**src/rtl/dcorr_pkg.sv**
```systemverilog
// shared constants and types for the displacement correlation block
package dcorr_pkg;

  localparam int MAX_HEIGHT = 32;
  localparam int MAX_WIDTH  = 32;
  localparam int MAX_DEPTH  = 32;
  localparam int MAX_RADIUS = 3;

  localparam int ROW_W   = 5;
  localparam int COL_W   = 5;
  localparam int CH_W    = 5;
  localparam int ADDR_W  = ROW_W + COL_W + CH_W;
  localparam int DEPTH_N = MAX_HEIGHT * MAX_WIDTH * MAX_DEPTH;
  localparam int ACC_W   = 42;
  localparam int QUO_W   = 32;

  localparam int CFG_IDX_W = 3;
  localparam logic [CFG_IDX_W-1:0] REG_STRIDE = 3'd0;
  localparam logic [CFG_IDX_W-1:0] REG_RADIUS = 3'd1;
  localparam logic [CFG_IDX_W-1:0] REG_HEIGHT = 3'd2;
  localparam logic [CFG_IDX_W-1:0] REG_WIDTH  = 3'd3;
  localparam logic [CFG_IDX_W-1:0] REG_DEPTH  = 3'd4;

  localparam logic OP_LOAD  = 1'b0;
  localparam logic OP_QUERY = 1'b1;

  typedef struct packed {
    logic       op;
    logic [4:0] row;
    logic [4:0] col;
    logic [4:0] channel;
    logic [15:0] a_value;
    logic [15:0] b_value;
  } item_t;

  typedef struct packed {
    logic [31:0] correlation;
    logic [5:0]  disp_idx;
    logic        out_of_bounds;
    logic        last;
  } result_t;

endpackage

```
**src/rtl/dcorr_fifo.sv**
```systemverilog
// short item queue between front and back parts
module dcorr_fifo
  import dcorr_pkg::*;
(
  input  logic  clk,
  input  logic  rst_n,
  input  logic  wr_valid,
  output logic  wr_ready,
  input  item_t wr_data,
  output logic  rd_valid,
  input  logic  rd_ready,
  output item_t rd_data
);

  item_t      buf_r [2];
  logic       wp_r, rp_r;
  logic [1:0] cnt_r;
  logic       push, pop;

  assign wr_ready = (cnt_r != 2'd2);
  assign rd_valid = (cnt_r != 2'd0);
  assign rd_data  = buf_r[rp_r];
  assign push     = wr_valid && wr_ready;
  assign pop      = rd_valid && rd_ready;

  always_ff @(posedge clk) begin
    if (push) begin
      buf_r[wp_r] <= wr_data;
    end
    if (!rst_n) begin
      wp_r  <= 1'b0;
      rp_r  <= 1'b0;
      cnt_r <= 2'd0;
    end else begin
      if (push) wp_r <= ~wp_r;
      if (pop)  rp_r <= ~rp_r;
      cnt_r <= cnt_r + {1'b0, push} - {1'b0, pop};
    end
  end

endmodule

```
**config.mk**
```make
export PLATFORM = sky130hd
export DESIGN_NAME = dcorr_fifo
export DESIGN_NICKNAME = d
export VERILOG_FILES = /design/src/rtl/dcorr_pkg.sv /design/src/rtl/dcorr_fifo.sv
export SDC_FILE = /design/constraint.sdc
export NUM_CORES = 1
export LEC_CHECK = 0
export BUFFER_PORTS_ARGS = -buffer_cell sky130_fd_sc_hd__buf_4
export CORE_MARGIN = 3
export CORE_UTILIZATION = 45
export DETAILED_ROUTE_END_ITERATION = 16
export PLACE_DENSITY = 0.7
export SLEW_MARGIN = 0
export SYNTH_ARGS = -nofsm -noshare
export SYNTH_HDL_FRONTEND = slang
export SYNTH_SLANG_ARGS = --single-unit
```
**constraint.sdc**
```tcl
create_clock -name clk -period 4.27 [get_ports clk]
set_input_delay 0.2135 -clock clk [delete_from_list [all_inputs] [get_ports clk]]
set_output_delay 0.2135 -clock clk [all_outputs]
set_load 0.01 [all_outputs]
```
### Yosys cells after proc, flatten, opt, wreduce, memory -nomap -nowiden

Memories as Yosys holds them, arrays and structs flattened. A register that Yosys moved wholly into a read port is not among the register bits.
Cells that the tools add are included.

| word-level totals | value |
|---|---|
| memories kept | 1 |
| register bits | 4 |
| latch bits | 0 |
| output and inout bits | 50 |
| word-level logic and storage cells | 16 |
| memory bits (writable) | 96 |
| bits in read-only memories | 0 |
| input bits | 52 |

| cells by class | value |
|---|---|
| reduce and logical (&&, ||, !) cells | 3 |
| eq/ne operators | 1 |
| muxes and demuxes | 4 |
| shifts and indexed selects | 0 |
| $mul | 0 |
| $add $sub $neg | 2 |
| bitwise logic cells | 2 |
| div/mod/pow operators | 0 |
| magnitude comparators | 0 |

Memory list:

| name | words | bits a word | read ports | clocked after memory_dff | write ports | RTL line | source |
|---|---|---|---|---|---|---|---|
| buf_r | 2 | 48 | 1 | 1 | 1 | dcorr_fifo.sv:15 | `item_t buf_r [2];` |

Operator list:

| kind | count |
|---|---|
| $mux 1 | 4 |
| $add 2x1->2 | 1 |
| $logic_and 1x1->1 | 2 |
| $ne 2x2->1 const B | 1 |
| $not 1->1 | 2 |
| $reduce_bool 2->1 | 1 |
| $sub 2x1->2 | 1 |

### Longest topological paths before layout

| logic depth | value |
|---|---|
| depth in word-level cells | 4 |
| mapped depth | 8 |
| depth with buffers taken out | 8 |

### Least setup slack after synthesis

Ideal clock, no wire load.

| timing | value |
|---|---|
| path type | register to register |
| from | reg cnt_r[0] |
| to | mem buf_r[0][0] (netlist bit) (enable) |
| data required time | 3816 ps |
| arrival | 2672 ps |
| buffers on the path | 0 |
| library setup time | 454 ps |
| setup slack | 1144 ps |
| cell stages (with the launch flop) | 4 |
| period minus slack after synthesis | 3126 ps |
| path through | dfxtp_1 nand2b_1 nand2_1 nor2_1 |

| on the way | value |
|---|---|
| longest elaborated chain between the ends | 4 |

RTL lines:

| what | RTL line | source |
|---|---|---|
| start, declared | dcorr_fifo.sv:17 | `logic [1:0] cnt_r;` |
| start signal, assigned | dcorr_fifo.sv:37 | `cnt_r <= cnt_r + {1'b0, push} - {1'b0, pop};` |
| $ne 2x2->1 | dcorr_fifo.sv:20 | `assign wr_ready = (cnt_r != 2'd2);` |
| net wr_ready | dcorr_fifo.sv:8 | `output logic wr_ready,` |
| $logic_and 1x1->1 | dcorr_fifo.sv:23 | `assign push = wr_valid && wr_ready;` |
| $mux 1 | dcorr_fifo.sv:27 | `if (push) begin` |
| $mux 1 (implied by the code) | dcorr_fifo.sv:28 | `buf_r[wp_r] <= wr_data;` |
| end, declared | dcorr_fifo.sv:15 |  |

The timed path passes the listed nets, and every way through them passes these cells.

==> impl_metrics.py <==
metrics = {
    "global_routing": {
        "grt_pass1_vias": 1958,
        "gr-usage-all-layers_pct": 13.3,
        "grt_max_degree": 49,
        "antenna_found_initial": 0,
        "grt_overflow": 0,
        "grt_pass1_wl_um": 9800,
    },
    "run": {
        "cap_violations": 0,
    },
    "logic_synthesis": {
        "yosysTopAreaCell": "edfxtp_1",
        "ys_warn_count": 0,
        "syn_area_per_cell_um2": 21.8,
        "synth_cell_types": 18,
        "synth-compound-area-share_pct": 0.199,
        "synth_top_family_by_area": "multiplexers",
        "synthAdderAreaFrac_pct": 0.663,
        "synthesis.nets": 227,
        "synthCells": 173,
        "synth_top_cell_area_share_pct": 76.3,
        "synth_area_leaders": "edfxtp_1, mux2_2, mux2_4, dfxtp_1, buf_6",
        "synth_xor_area_share_pct": 0.696,
        "syn_area_mm2": 0.00378,
        "synthSimpleGateAreaFrac_pct": 1.62,
        "synthMuxAreaShare_pct": 16.6,
        "ys_ff_latch": 101,
        "ys_seq_area_share_pct": 79.0,
    },
    "pwr": {
        "p_leak_nw": 1.84,
        "peakVddDrop_v": 0.000388,
        "powerDensity_mw_per_mm2": 544,
        "p_total_mw": 2.64,
    },
    "route": {
        "wl_um": 6180,
        "viasPerCell": 4.86,
        "drtAntennaViolNets": 0,
        "firstDrtPassIters": 4,
        "wl_per_cell_um": 15.9,
        "drc": 0,
        "num_vias": 1890,
        "first_iter_violations": 44,
    },
    "cts": {
        "cts_tree": "done",
        "postCtsSetupBuffers": 0,
        "cts_buffers": 9,
        "root_buffer": "clkbuf_8",
        "clk_latency_ns": 0.35,
        "clk_path_buf_depth": 2,
        "clk_pin_slew_ns": 0.09,
        "clock-sinks": 101,
        "post_cts_resized": 0,
        "htree_levels": 3,
        "cts_hold_buffers": 0,
    },
    "finish": {
        "diodes": 0,
        "stdcell_count": 389,
        "final_common_cell": "buf_4",
        "area_growth_pct": 28.3,
        "final_layout_size_suffix_gt1_share_pct": 59.2,
        "final_nets": 336,
        "fill_cells": 612,
        "utilization_pct": 61.1,
        "most-common-layout-cells": "buf_4, edfxtp_1, mux2_2",
    },
    "floorplan": {
        "core_area_mm2": 0.00793,
        "die_area_mm2": 0.00953,
        "io-pin-count": 102,
        "die_y_um": 97.6,
        "start_util_pct": 47.6,
        "die_width_um": 97.6,
        "rows": 32,
    },
    "worst_setup_path": {
        "cp-end-kind": "output port",
        "criticalPathCategory": "flop to output port",
        "cp_slowest_cell": "dfxtp_2",
        "crit_fanout": 25,
        "crit_path_cell_trace": "buf_4 > mux2_2 > buf_4",
        "arrival_ns": 2.13,
        "cp_num_buf_inv": 2,
        "crit_path_frequent_cell": "buf_4",
        "cp.required_ns": 4.06,
        "slowest_delay_ns": 0.72,
        "startpoint_type": "flop",
        "crit_family": "flip-flops",
    },
    "timing": {
        "finalCriticalPeriod_ns": 2.34,
        "setup_viol": 0,
        "fmax_mhz": 427,
        "drv_slew": 0,
        "finalSetupTns_ns": 0,
        "timing.final.crit_share_pct": 54.8,
        "rsz0062_at_grt": "false",
        "slew_headroom_pct": 25.8,
        "clock_skew_ns": 0.00480,
        "setup_ws_ns": 1.93,
        "tightestPinTransition_ns": 1.11,
        "report.final.hold_viol_count": 0,
    },
    "place": {
        "hpwl_um": 4290,
        "dp_slack_ns": 2.07,
        "place_congestion": 0.717,
        "place.port_buffers": 101,
        "dp.cells": 373,
    },
    "status": {
        "status": "finished, final reports clean",
    },
    "hold_path": {
        "hold_path_class": "input port to flop",
    },
}
## per-layer routing
metal / global-route usage [%] / wire length [um] / vias to the layer above
met4: 5.11 / 93 / 0
met2: 20.8 / 2940 / 80
met1: 17.2 / 2640 / 912
met3: 4.59 / 513 / 9
met5: 0 / 0 / -
li1: - / - / 889
## metrics by stage
stage,cell area [um^2],hold slack [ns]
after floorplan,3780,0.312
after global placement,4640,0.399
after detailed placement,4640,0.402
after CTS,4840,0.0242
after global routing,4840,0.0201
final,4840,0.0433
## Yosys cell counts
cell	count
and2_1	2
buf_2	2
o21a_1	1
or2_2	1
nand2b_1	2
and3_1	1
nor2_1	1
mux2_2	28
xnor2_1	3
nor2b_1	2
edfxtp_1	96
dfxtp_1	5
ha_1	2
mux2i_1	1
inv_1	1
buf_6	3
nand2_1	2
mux2_4	20
## power breakdown
group / internal, mW / total, mW / switching (mW)
clock network: 0.276 / 0.586 / 0.310
registers: 1.25 / 1.31 / 0.0649
logic: 0.418 / 0.740 / 0.322
## worst register-to-register path: cells and delay by family, from the launching register on
kind	cells	cell delay, ns
DFF	1	0.37
buffers and inverters	1	0.37
and+or+nand+nor	3	1.10
## area by class of cell
cell class | count | area, um^2 | share of cell area (%)
Clock buffer | 10 | 128 | 2.63
Clock inverter | 6 | 72.6 | 1.50
Inverter | 1 | 3.75 | 0.0775
Multi-Input combinational cell | 66 | 754 | 15.6
Sequential cell | 101 | 2980 | 61.6
Tap cell | 102 | 128 | 2.63
Timing Repair Buffer | 103 | 773 | 16.0
## registers in the layout (all words and copies together), names as in the netlist, named ones only
register / cells
cnt_r: 2
wp_r: 1
rp_r: 1
buf_r: 96
## worst paths after layout
check	startpoint	to	slack, ns	cells after the start
worst max register to register	cnt_r[0]	buf_r[0][30]	2.14	4
worst min-delay path	wr_data[41]	buf_r[0][41]	0.04	1
worst min register to register	wp_r	wp_r	0.54	2
worst max-delay path	flop	rd_data[4]	1.93	3
## cell families after synthesis
kind of cell / count (synthesis)
xor+xnor: 3
compound gates: 1
simple gates: 11
mux: 49
fa+ha+maj: 2
flops: 101
buf+inv: 6
Power figures use the tool's default switching activity.
