## src/rtl/dcorr_pkg.sv

```systemverilog
// shared constants and types for the displacement correlation block
package dcorr_pkg;

  localparam int MAX_HEIGHT = 32;
  localparam int MAX_WIDTH  = 32;
  localparam int MAX_DEPTH  = 32;
  localparam int MAX_RADIUS = 3;

  localparam int ROW_W   = 5;
  localparam int COL_W   = 5;
  localparam int CH_W    = 5;
  localparam int ADDR_W  = ROW_W + COL_W + CH_W;
  localparam int DEPTH_N = MAX_HEIGHT * MAX_WIDTH * MAX_DEPTH;
  localparam int ACC_W   = 42;
  localparam int QUO_W   = 32;

  localparam int CFG_IDX_W = 3;
  localparam logic [CFG_IDX_W-1:0] REG_STRIDE = 3'd0;
  localparam logic [CFG_IDX_W-1:0] REG_RADIUS = 3'd1;
  localparam logic [CFG_IDX_W-1:0] REG_HEIGHT = 3'd2;
  localparam logic [CFG_IDX_W-1:0] REG_WIDTH  = 3'd3;
  localparam logic [CFG_IDX_W-1:0] REG_DEPTH  = 3'd4;

  localparam logic OP_LOAD  = 1'b0;
  localparam logic OP_QUERY = 1'b1;

  typedef struct packed {
    logic       op;
    logic [4:0] row;
    logic [4:0] col;
    logic [4:0] channel;
    logic [15:0] a_value;
    logic [15:0] b_value;
  } item_t;

  typedef struct packed {
    logic [31:0] correlation;
    logic [5:0]  disp_idx;
    logic        out_of_bounds;
    logic        last;
  } result_t;

endpackage

```

## src/rtl/dcorr_front.sv

```systemverilog
// front part: configuration registers, range clamping, input pass-through to the queue
module dcorr_front
  import dcorr_pkg::*;
(
  input  logic                 clk,
  input  logic                 rst_n,
  input  logic                 cfg_valid,
  output logic                 cfg_ready,
  input  logic [CFG_IDX_W-1:0] cfg_index,
  input  logic [31:0]          cfg_data,
  input  logic                 in_valid,
  output logic                 in_ready,
  input  item_t                in_item,
  output logic                 q_valid,
  input  logic                 q_ready,
  output item_t                q_item,
  output logic [3:0]           stride,
  output logic [1:0]           radius,
  output logic [5:0]           height,
  output logic [5:0]           width,
  output logic [5:0]           depth
);

  logic [3:0] stride_r;
  logic [1:0] radius_r;
  logic [5:0] height_r, width_r, depth_r;
  logic       drop;

  assign cfg_ready = 1'b1;

  // loads never fall outside the 32x32x32 store with 5-bit indexes, so all pass
  assign drop     = 1'b0;
  assign q_valid  = in_valid && !drop;
  assign in_ready = q_ready || drop;
  assign q_item   = in_item;

  assign stride = (stride_r == 4'd0) ? 4'd1 : stride_r;
  assign radius = (radius_r == 2'd0) ? 2'd1 : radius_r;
  assign height = (height_r == 6'd0) ? 6'd1 : (height_r > 6'(MAX_HEIGHT)) ? 6'(MAX_HEIGHT)
                  : height_r;
  assign width  = (width_r == 6'd0) ? 6'd1 : (width_r > 6'(MAX_WIDTH)) ? 6'(MAX_WIDTH)
                  : width_r;
  assign depth  = (depth_r == 6'd0) ? 6'd1 : (depth_r > 6'(MAX_DEPTH)) ? 6'(MAX_DEPTH)
                  : depth_r;

  always_ff @(posedge clk) begin
    if (!rst_n) begin
      stride_r <= 4'd1;
      radius_r <= 2'd1;
      height_r <= 6'd32;
      width_r  <= 6'd32;
      depth_r  <= 6'd32;
    end else if (cfg_valid) begin
      case (cfg_index)
        REG_STRIDE: stride_r <= cfg_data[3:0];
        REG_RADIUS: radius_r <= cfg_data[1:0];
        REG_HEIGHT: height_r <= cfg_data[5:0];
        REG_WIDTH:  width_r  <= cfg_data[5:0];
        REG_DEPTH:  depth_r  <= cfg_data[5:0];
        default: ;
      endcase
    end
  end

endmodule

```

## config.mk

```make
export PLATFORM = sky130hd
export DESIGN_NAME = dcorr_front
export DESIGN_NICKNAME = d
export VERILOG_FILES = /design/src/rtl/dcorr_pkg.sv /design/src/rtl/dcorr_front.sv
export SDC_FILE = /design/constraint.sdc
export NUM_CORES = 1
export LEC_CHECK = 0
export BUFFER_PORTS_ARGS = -buffer_cell sky130_fd_sc_hd__buf_2
export CAP_MARGIN = 5
export CELL_PAD_IN_SITES_DETAIL_PLACEMENT = 1
export CELL_PAD_IN_SITES_GLOBAL_PLACEMENT = 1
export CORE_MARGIN = 4
export CORE_UTILIZATION = 22
export DETAILED_ROUTE_END_ITERATION = 8
export MAX_ROUTING_LAYER = met4
export PLACE_DENSITY = 0.86
export RECOVER_POWER = 50
export SLEW_MARGIN = 15
export SYNTH_ARGS = -nofsm -noshare
export SYNTH_HDL_FRONTEND = slang
export SYNTH_SLANG_ARGS = --single-unit
```

## constraint.sdc

```tcl
create_clock -name clk -period 1.3 [get_ports clk]
set_input_delay 0.13 -clock clk [delete_from_list [all_inputs] [get_ports clk]]
set_output_delay 0.13 -clock clk [all_outputs]
set_load 0.02 [all_outputs]
```

Word level (Yosys, flattened, before mapping) --
Cells that the tools add are included.
Operators by class: order comparisons 3, equal/unequal tests 4, muxes and demuxes 8, reduce and logical (&&, ||, !) cells 11
Operators by type and width (number):
- 2-to-1 mux 6 bit | 6
- > comparator 6 bit, second input constant | 3
- zero test 6 bit | 3
- AND reduction 2 bit | 5
- == test 3 x 2 -> 1 bit, second input constant | 2
- zero test 4 bit | 1
- 2-to-1 mux 4 bit | 1
- == test 3 x 1 -> 1 bit, second input constant | 1
- == test 3 bit, second input constant | 1
- zero test 3 bit | 1
- zero test 2 bit | 1
- 2-to-1 mux 2 bit | 1
Storage, ports and cells: bits in registers 24, input port bits 88, output and inout bits 75, logic and storage cells 31

Longest topological paths before layout --
Gate-level depths: netlist (run 1).
depth in word-level cells 3, mapped depth 3, mapped depth without buffers 2

Worst setup path after synthesis (run 1) --
Ideal clock, no wire load.
path type flip-flop to output port, start reg depth_r[1], end out depth[0], arrival 1178 ps, required time 1170 ps, path slack -8 ps, stages on the path, launching flop included 3, buffers on the path 0, cell sequence dfxtp_1 > or4_1 > a21oi_1
On the way: cells in the longest elaborated chain, start to end 3, elaborated cells between the ends (all ways) 4, classes of those cells order compare: 1; mux: 2; reduce/logical: 1
RTL lines:
- start, declared | line dcorr_front.sv:26 | logic [5:0] height_r, width_r, depth_r;
- start signal, assigned | line dcorr_front.sv:59 | REG_DEPTH: depth_r <= cfg_data[5:0];
- > comparator 6 bit | line dcorr_front.sv:43 | assign depth = (depth_r == 6'd0) ? 6'd1 : (depth_r > 6'(MAX_DEPTH)) ? 6'(MAX_DEPTH)
- 2-to-1 mux 6 bit | line dcorr_front.sv:43
- 2-to-1 mux 6 bit * | line dcorr_front.sv:43
- end, declared | line dcorr_front.sv:21 | output logic [5:0] depth
Mark *: on every way between the ends. The rest lies on a longest branch, timed or not.

Worst setup path in the final report (run 1) --
start reg depth_r[2], end out depth[0]
The elaborated chain is that of the path after synthesis.

==> results of run 1 <==
-- sequential cells by signal, summed over array words and instances, names as in the netlist --
register  flops
depth_r       6
height_r      6
width_r       6
stride_r      4
radius_r      2
-- critical path: cells and delay by family, from the launching register on --
family                 cells  cell delay (ns)
AND/OR/NAND/NOR            1             0.54
AO/OA/AOI/OAI              1             0.14
flip-flops                 1             0.33
buffers and inverters      1             0.13
-- power by group --
group          internal, mW  leakage, nW  total [mW]  switching (mW)
sequential            0.752        0.197       0.765          0.0130
clock                 0.412       0.0357       0.672           0.259
combinational        0.0698        0.459       0.152          0.0820
-- cells by family after synthesis --
logic type,share of synthesized area
buffers and inverters,0.296
and+or+nand+nor,0.214
muxes,0.159
DFF,0.318
AOI/OAI and AO/OA,0.00993
other,0.00248
-- layout make-up --
class	instances	area, sq um
Fill cell	760	4950
Multi-Input combinational cell	82	613
Sequential cell	24	488
Timing Repair Buffer	45	269
Tap cell	77	96.3
Clock buffer	3	41.3
Clock inverter	1	30.0
Inverter	3	11.3
-- per-stage QoR --
stage | std cells | instance area [sq um] | TNS [ns] | setup WS [ns] | hold WS (ns)
global route | 235 | 1550 | -0.869 | -0.299 | 0.175
global placement | 229 | 1420 | -0.000164 | -0.000164 | 0.260
CTS | 235 | 1530 | -0.780 | -0.269 | 0.157
floorplan | 172 | 1520 | 0 | 0.0803 | 0.306
finish | 235 | 1550 | -0.710 | -0.247 | 0.161
detailed placement | 229 | 1420 | 0 | 0.00360 | 0.260
-- metal layers --
layer	track usage	vias up
met2	0.126	48
met5	-	-
met1	0.106	449
met4	0.0377	0
met3	0.0167	15
li1	-	469
-- cells in the final DEF, fill, tap and decap left out, drive strengths merged, types with 2 or more instances in the layout --
cell type	count
inv	3
a21oi	3
nand2	24
buf	45
or4	3
and4bb	2
dfxtp	24
nor2b	19
clkbuf	3
mux2i	24
-- timing repair --
item,in CTS,in global routing
setup buffers,2,0
endpoints found under the setup margin,3,4
resized for setup,10,6
pin swaps,5,0
-- how the worst min path moves through the flow --
stage                  endpoint  slack [ns]  cells past startpoint
finish              radius_r[0]        0.16                      3
global route         depth_r[5]        0.17                      3
CTS                 stride_r[0]        0.16                      3
detailed placement     in_ready        0.26                      0
global placement       in_ready        0.26                      0
floorplan           stride_r[0]        0.31                      2
==> summary.txt, run 1 <==
Run status
  – Status: finished, violations left
  – Failing checks: negative setup slack

Layout
  – Layout area overhead: 2.48%
  – Nets@finish: roughly 250
  – Antenna diode count: 0
  – Share of layout cells above drive strength 1: 0.411
  – Core Util, Final: 0.238

STA
  – Hold Fails Final Rpt: 0
  – Final worst slack: -0.247 ns
  – Final setup viols: 3
  – Final period utilization: 1.19
  – RSZ-0062 raised after global routing: true
  – Final min period: around 1.5 ns
  – Clock Skew: 0 ns
  – Max Slew Vio Count: 0
  – Peak Freq: roughly 650 MHz

Synthesis
  – Synthesized cell area: between 1500 and 2000 sq um
  – EDFF count, synth: 0
  – Netlist cell types: 20
  – Synthesized flop and latch total: 24
  – Synthesis Warnings: 0
  – Yosys top cell area share: 0.318
  – Post-Syn Nets: between 200 and 300
  – Cells after Synth: roughly 170
  – Most common library cells after synthesis: buf_4 (51), dfxtp_1 (24), mux2i_1 (24), nand2_1 (24), nor2b_1 (19)
  – Sequential fraction of the synthesis area: 0.318
  – Most frequent cell after synthesis: buf_4
  – Synth Area per Inst: around 8.8 sq um
  – Most used DFF post-synth: dfxtp_1
  – Yosys top cell by area: dfxtp_1
  – Top cells by area, synth: dfxtp_1 (32%), buf_4 (25%), mux2i_1 (16%), nor2b_1 (7.9%), nand2_1 (6.0%)
  – Ys async rst share: 0

Worst setup path
  – Worst r2r src: depth_r[5]
  – Cell Chain, Critical Path: or4_4, a21oi_4, buf_6
  – Kind of critical path: reg2out
  – CP required: 1.17 ns
  – Worst-path maximum fanout: 2
  – Critical path launch point: depth_r[2]
  – Reg-to-reg slack, setup: approximately 0.50 ns
  – R2R depth: 2
  – Worst R2R End: depth_r[5]
  – Slowest-stage cell, CP: or4_4
  – End point of the critical path: depth[0]
  – Kind of end point of the critical path: primary output
  – CP peak stage delay: 0.54 ns
  – Crit path arrival time: about 1.4 ns
  – Startpoint Class: flip-flop

Global routing
  – Initial antenna violation count: 0
  – Gr ovfl total: 0
  – Global-route wire length before repair: approximately 5.4 mm
  – Largest net degree at the start of global routing: 17
  – Vias in the first global route: roughly 1100
  – Total Routing Usage GR: 0.0828

Pwr
  – Leak: 0.692 nW
  – Peak supply drop: roughly 0.00044 V
  – Pwr Density: roughly 1000 nW/um^2
  – Total power: around 1.6 mW

Floorplanning
  – CORE AREA: between 6000 and 7000 sq um
  – Die X: between 90 and 100 um
  – Chip height: 90.9 um
  – Die ar.: roughly 8300 sq um
  – IO Pins: approximately 160
  – Initial Utilization: 0.233
  – Cell row count: 29

Clock tree
  – Worst-Skew Late Latency: about 0.27 ns
  – H-tree depth: 1
  – Sink count of the clock tree: 24
  – Clock transition at the registers of the reported paths: 0.09 ns
  – CTS tree: built
  – Max Buffers Root-to-Sink: 2
  – Hold buffers post-CTS: 0
  – Num CTS Buffers: 3
  – CTS root buf: clkbuf_8

Drt
  – Top Layer Used: met4
  – Routed vias: 981
  – DR vias/cell: around 4.2
  – Initial DRC count: 17
  – WL met2: around 1.5 mm
  – Routed met3 length: roughly 240 um
  – WL final: around 3.3 mm
  – Metal1 wirelength: 1.48 mm
  – Wirelength per Cell: about 14 um
  – Final ANT Viol Nets: 0
  – DR pass1 iterations: 4
  – DRC viols: 0

Placement
  – Detailed placer's ending HPWL: between 2 and 3 mm
  – PortBufs: 35
  – Routability congestion estimate: between 0.7 and 0.8

Flow run
  – Max-Cap Viols: 0

Min path
  – HP Class: in2reg
  – HP Start: cfg_data[0]
Power figures use the tool's default switching activity.
==> run 2: changes to the inputs <==
CORE_UTILIZATION = 24   (was 22)
PLACE_DENSITY = 0.92   (was 0.86)
clock period = 1.8 ns   (was 1.3 ns; I/O delays follow)
==> summary.txt, run 2 (synthesis results as in run 1) <==
STA
  – Peak Freq: ~590 MHz
  – Hold Fails Final Rpt: 0
  – Max Slew Vio Count: 0
  – Final min period: ~1.7 ns
  – Final period utilization: 0.942
  – Final setup viols: 0
  – Hold Slack: around 0.23 ns
  – RSZ-0062 raised after global routing: false
  – Clock Skew: 0 ns
  – Setup TNS: 0 ns

Clock tree
  – Postcts setup bufs: 0
  – H-tree depth: 1
  – Max Buffers Root-to-Sink: 2
  – Hold buffers post-CTS: 0
  – Sink count of the clock tree: 24
  – Clock transition at the registers of the reported paths: 0.09 ns
  – CTS tree: built
  – Worst-Skew Late Latency: between 0.2 and 0.3 ns
  – Num CTS Buffers: 3
  – CTS root buf: clkbuf_8
  – Resized cells post-CTS: 0

Global routing
  – Routing usage on met2: 0.136
  – Met1 global-route usage: 0.108
  – Largest net degree at the start of global routing: 22
  – Most used routing layer: met2
  – Total Routing Usage GR: 0.0887
  – Vias in the first global route: roughly 1100
  – Global-route wire length before repair: between 5 and 6 mm
  – Gr ovfl total: 0
  – GR Layer Usage met3: 0.0208
  – Initial antenna violation count: 0

Drt
  – Final ANT Viol Nets: 0
  – DR vias/cell: 4.25
  – Routed vias: between 900 and 1000
  – Initial DRC count: 25
  – WL final: roughly 3.2 mm
  – DRC viols: 0
  – Wirelength per Cell: between 10 and 15 um
  – DR pass1 iterations: 4

Layout
  – Nets@finish: approximately 240
  – Sequential cell area: 480 sq um
  – Most frequent cells in the layout: buf_2 (35), nand2_1 (24), mux2i_1 (24), dfxtp_1 (24), nor2b_1 (19)
  – Largest registers: depth_r: 6 flops, height_r: 6 flops, width_r: 6 flops
  – Antenna diode count: 0
  – FILL cells: 740
  – Share of layout cells above drive strength 1: 0.295
  – Multi-input logic area: ~600 sq um
  – Commonest non-fill, non-tap cell in the layout: buf_2
  – Layout area overhead: -6.95%
  – Final std cells w/o fill: between 200 and 250

Floorplanning
  – Chip height: about 87 um
  – Die ar.: between 7000 and 8000 sq um
  – Cell row count: 28
  – Die X: slightly below 90 um
  – CORE AREA: 6030 sq um
  – Initial Utilization: 0.251
  – IO Pins: 163

Worst setup path
  – Crit path arrival time: about 1.5 ns
  – Startpoint Class: flip-flop
  – Worst-path maximum fanout: 3
  – Kind of end point of the critical path: primary output
  – Kind of critical path: reg2out
  – CP required: approximately 1.6 ns

Pwr
  – Leak: between 0.6 and 0.7 nW
  – Pwr Density: just over 700 nW/um^2
  – Peak supply drop: a little under 0.0003 V
  – Total power: 1.01 mW

Run status
  – Status: finished, final reports clean

Placement
  – Routability congestion estimate: 0.753
  – Detailed placer's ending HPWL: roughly 2.5 mm
  – Dpl cells: 220
  – PortBufs: 35

Flow run
  – Max-Cap Viols: 0

Min path
  – HP Class: in2reg
[run 2: cell count changes in the layout (fill, tap and decap cells not counted), sizes merged]
cell	change
buf	-9
bufinv	-1
clkbuf	+1
[run 2: layer usage]
metal,vias up,routed length (um)
li1,448,-
met1,455,1470
met2,39,1470
met3,10,220
met4,0,42
met5,-,0
[run 2: through the flow]
stage	instance area [sq um]	worst slack, ns	util
global placement	1350	0.418	0.224
detailed placement	1350	0.399	0.224
floorplan	1510	0.442	-
global route	1410	0.0107	0.233
finish	1410	0.104	0.233
CTS	1410	0.0873	0.233
[run 2: area by class of cell]
type / count / share of cell area
Inverter: 3 / 0.00801
Clock buffer: 4 / 0.0391
Tap cell: 75 / 0.0667
Multi-Input combinational cell: 82 / 0.415
Timing Repair Buffer: 36 / 0.130
Sequential cell: 24 / 0.342
[run 2: worst paths after layout]
check	startpoint	to	slack, ns	cells past startpoint
worst max-delay path	height_r[1]	height[0]	0.10	3
worst min-delay path	cfg_data[5]	height_r[5]	0.23	3
worst max register to register	width_r[5]	width_r[5]	1.07	2
worst min register to register	depth_r[0]	depth_r[0]	0.47	2
[run 2: report_power, final]
part / internal, mW / total (mW) / switching, mW
sequential: 0.542 / 0.552 / 0.00949
combinational: 0.0388 / 0.0944 / 0.0556
clock: 0.195 / 0.363 / 0.168
[run 2: worst max-delay path, cell delays in order (launching register included)]
cell and delay (ns):
dfxtp_1 0.33, or4_1 0.53, a21oi_1 0.19, buf_2 0.19
==> run 3: changes to the inputs <==
CORE_MARGIN = 2   (was 4)
RECOVER_POWER = default   (was 50)
SLEW_MARGIN = 20   (was 15)
==> summary.txt, run 3 (synthesis results as in run 1) <==
Layout
  – Largest registers: depth_r: 6 flops, height_r: 6 flops, width_r: 6 flops
  – Fin area: ~1400 sq um
  – Commonest non-fill, non-tap cell in the layout: buf_2
  – Sequential cell area: 480 sq um
  – Share of layout cells above drive strength 1: 0.291
  – FILL cells: 709
  – Most frequent cells in the layout: buf_2 (35), nand2_1 (24), mux2i_1 (24), dfxtp_1 (24), nor2b_1 (19)
  – Nets@finish: about 240
  – Multi-input logic area: 583 sq um
  – Antenna diode count: 0
  – Layout area overhead: -6.37%
  – Final std cells w/o fill: between 200 and 250

STA
  – Hold Fails Final Rpt: 0
  – Setup TNS: 0 ns
  – Final min period: 1.66 ns
  – Final setup viols: 0
  – RSZ-0062 raised after global routing: false
  – Final period utilization: 0.922
  – Final worst slack: roughly 0.14 ns
  – Max Slew Vio Count: 0
  – Peak Freq: 602 MHz
  – Clock Skew: 0 ns

Global routing
  – Largest net degree at the start of global routing: 32
  – Most used routing layer: met2
  – Vias in the first global route: 968
  – GR Layer Usage met3: 0.0278
  – Met1 global-route usage: 0.0980
  – Global-route wire length before repair: between 4 and 5 mm
  – Total Routing Usage GR: 0.0874
  – Gr ovfl total: 0
  – Initial antenna violation count: 0
  – Routing usage on met2: 0.143

Placement
  – Routability congestion estimate: between 0.7 and 0.8
  – Post-DP Area: roughly 1300 sq um
  – Detailed placer's ending HPWL: approximately 2.4 mm
  – Setup WS pre-CTS: ~0.43 ns
  – PortBufs: 35
  – Dpl cells: 219

Drt
  – Wirelength per Cell: around 13 um
  – WL final: around 3 mm
  – Final ANT Viol Nets: 0
  – Routed vias: between 900 and 1000
  – DR vias/cell: roughly 4.1
  – DRC viols: 0
  – DR pass1 iterations: 3
  – Initial DRC count: 21

Floorplanning
  – Cell row count: 28
  – Initial Utilization: 0.252
  – Die ar.: 6950 sq um
  – Die X: 83.4 um
  – Chip height: between 80 and 90 um
  – IO Pins: around 160
  – CORE AREA: around 6000 sq um

Run status
  – Status: finished, final reports clean

Clock tree
  – Postcts setup bufs: 0
  – H-tree depth: 1
  – CTS root buf: clkbuf_8
  – Num CTS Buffers: 3
  – Clock transition at the registers of the reported paths: roughly 0.090 ns
  – Sink count of the clock tree: 24
  – Max Buffers Root-to-Sink: 2
  – Worst-Skew Late Latency: between 0.2 and 0.3 ns
  – CTS tree: built
  – Hold buffers post-CTS: 0
  – Resized cells post-CTS: 0

Worst setup path
  – Reg-to-reg slack, setup: about 1.1 ns
  – Worst r2r src: depth_r[5]
  – Critical path launch point: height_r[1]
  – Kind of end point of the critical path: primary output
  – Kind of critical path: reg2out
  – Worst R2R End: depth_r[5]
  – Crit path arrival time: between 1 and 1.5 ns
  – Worst-path maximum fanout: 3
  – Cell Chain, Critical Path: or4_1, a21oi_1, buf_2
  – R2R depth: 2
  – CP required: around 1.6 ns
  – Slowest-stage cell, CP: or4_1
  – Startpoint Class: flip-flop
  – CP peak stage delay: 0.51 ns

Pwr
  – Leak: between 0.6 and 0.7 nW
  – Pwr Density: between 700 and 800 nW/um^2
  – Peak supply drop: approximately 0.00029 V

Flow run
  – Max-Cap Viols: 0

Min path
  – Hold Crit Depth: 3
  – Hold Path End: radius_r[0]
  – HP Class: in2reg
  – HP Start: cfg_data[0]
## run 3: report_power, final
part	leakage [nW]	internal [mW]	switching, mW
sequential	0.194	0.542	0.00947
combinational	0.408	0.0373	0.0523
clock	0.0357	0.297	0.173
## run 3: worst max path at each step
| stage | cells past startpoint | slack, ns | to |
|---|---|---|---|
| floorplan | 2 | 0.44 | depth[0] |
| global placement | 3 | 0.42 | depth[0] |
| detailed placement | 3 | 0.43 | depth[0] |
| CTS | 3 | 0.13 | depth[0] |
| global route | 3 | 0.09 | depth[0] |
| finish | 3 | 0.14 | height[0] |
## run 3: critical path: cells and delay by family (launching register included)
family	cells	cell delay (ns)
and+or+nand+nor	1	0.51
AOI/OAI and AO/OA	1	0.18
buffers and inverters	1	0.19
DFF	1	0.34
## run 3: metal layers
metal	vias to the layer above	wire (um)
met3	10	236
met4	0	47
met1	412	1320
met2	47	1390
met5	-	0
li1	453	-
## run 3: layout make-up
cell class | instances | area share
flip-flops and latches | 24 | 0.340
clock buffers | 3 | 0.0292
clock inverters | 1 | 0.0212
repair buffers | 35 | 0.124
well taps | 75 | 0.0663
inverters | 3 | 0.00796
multi-input cells | 82 | 0.412
## run 3: through the flow
step	hold WS, ns	total power, mW	utilization
6_report	0.195	1.11	0.236
5_1_grt	0.217	1.15	0.236
4_1_cts	0.194	1.13	0.236
3_5_place_dp	0.360	0.656	0.224
3_3_place_gp	0.360	0.653	0.224
2_1_floorplan	0.356	0.785	-
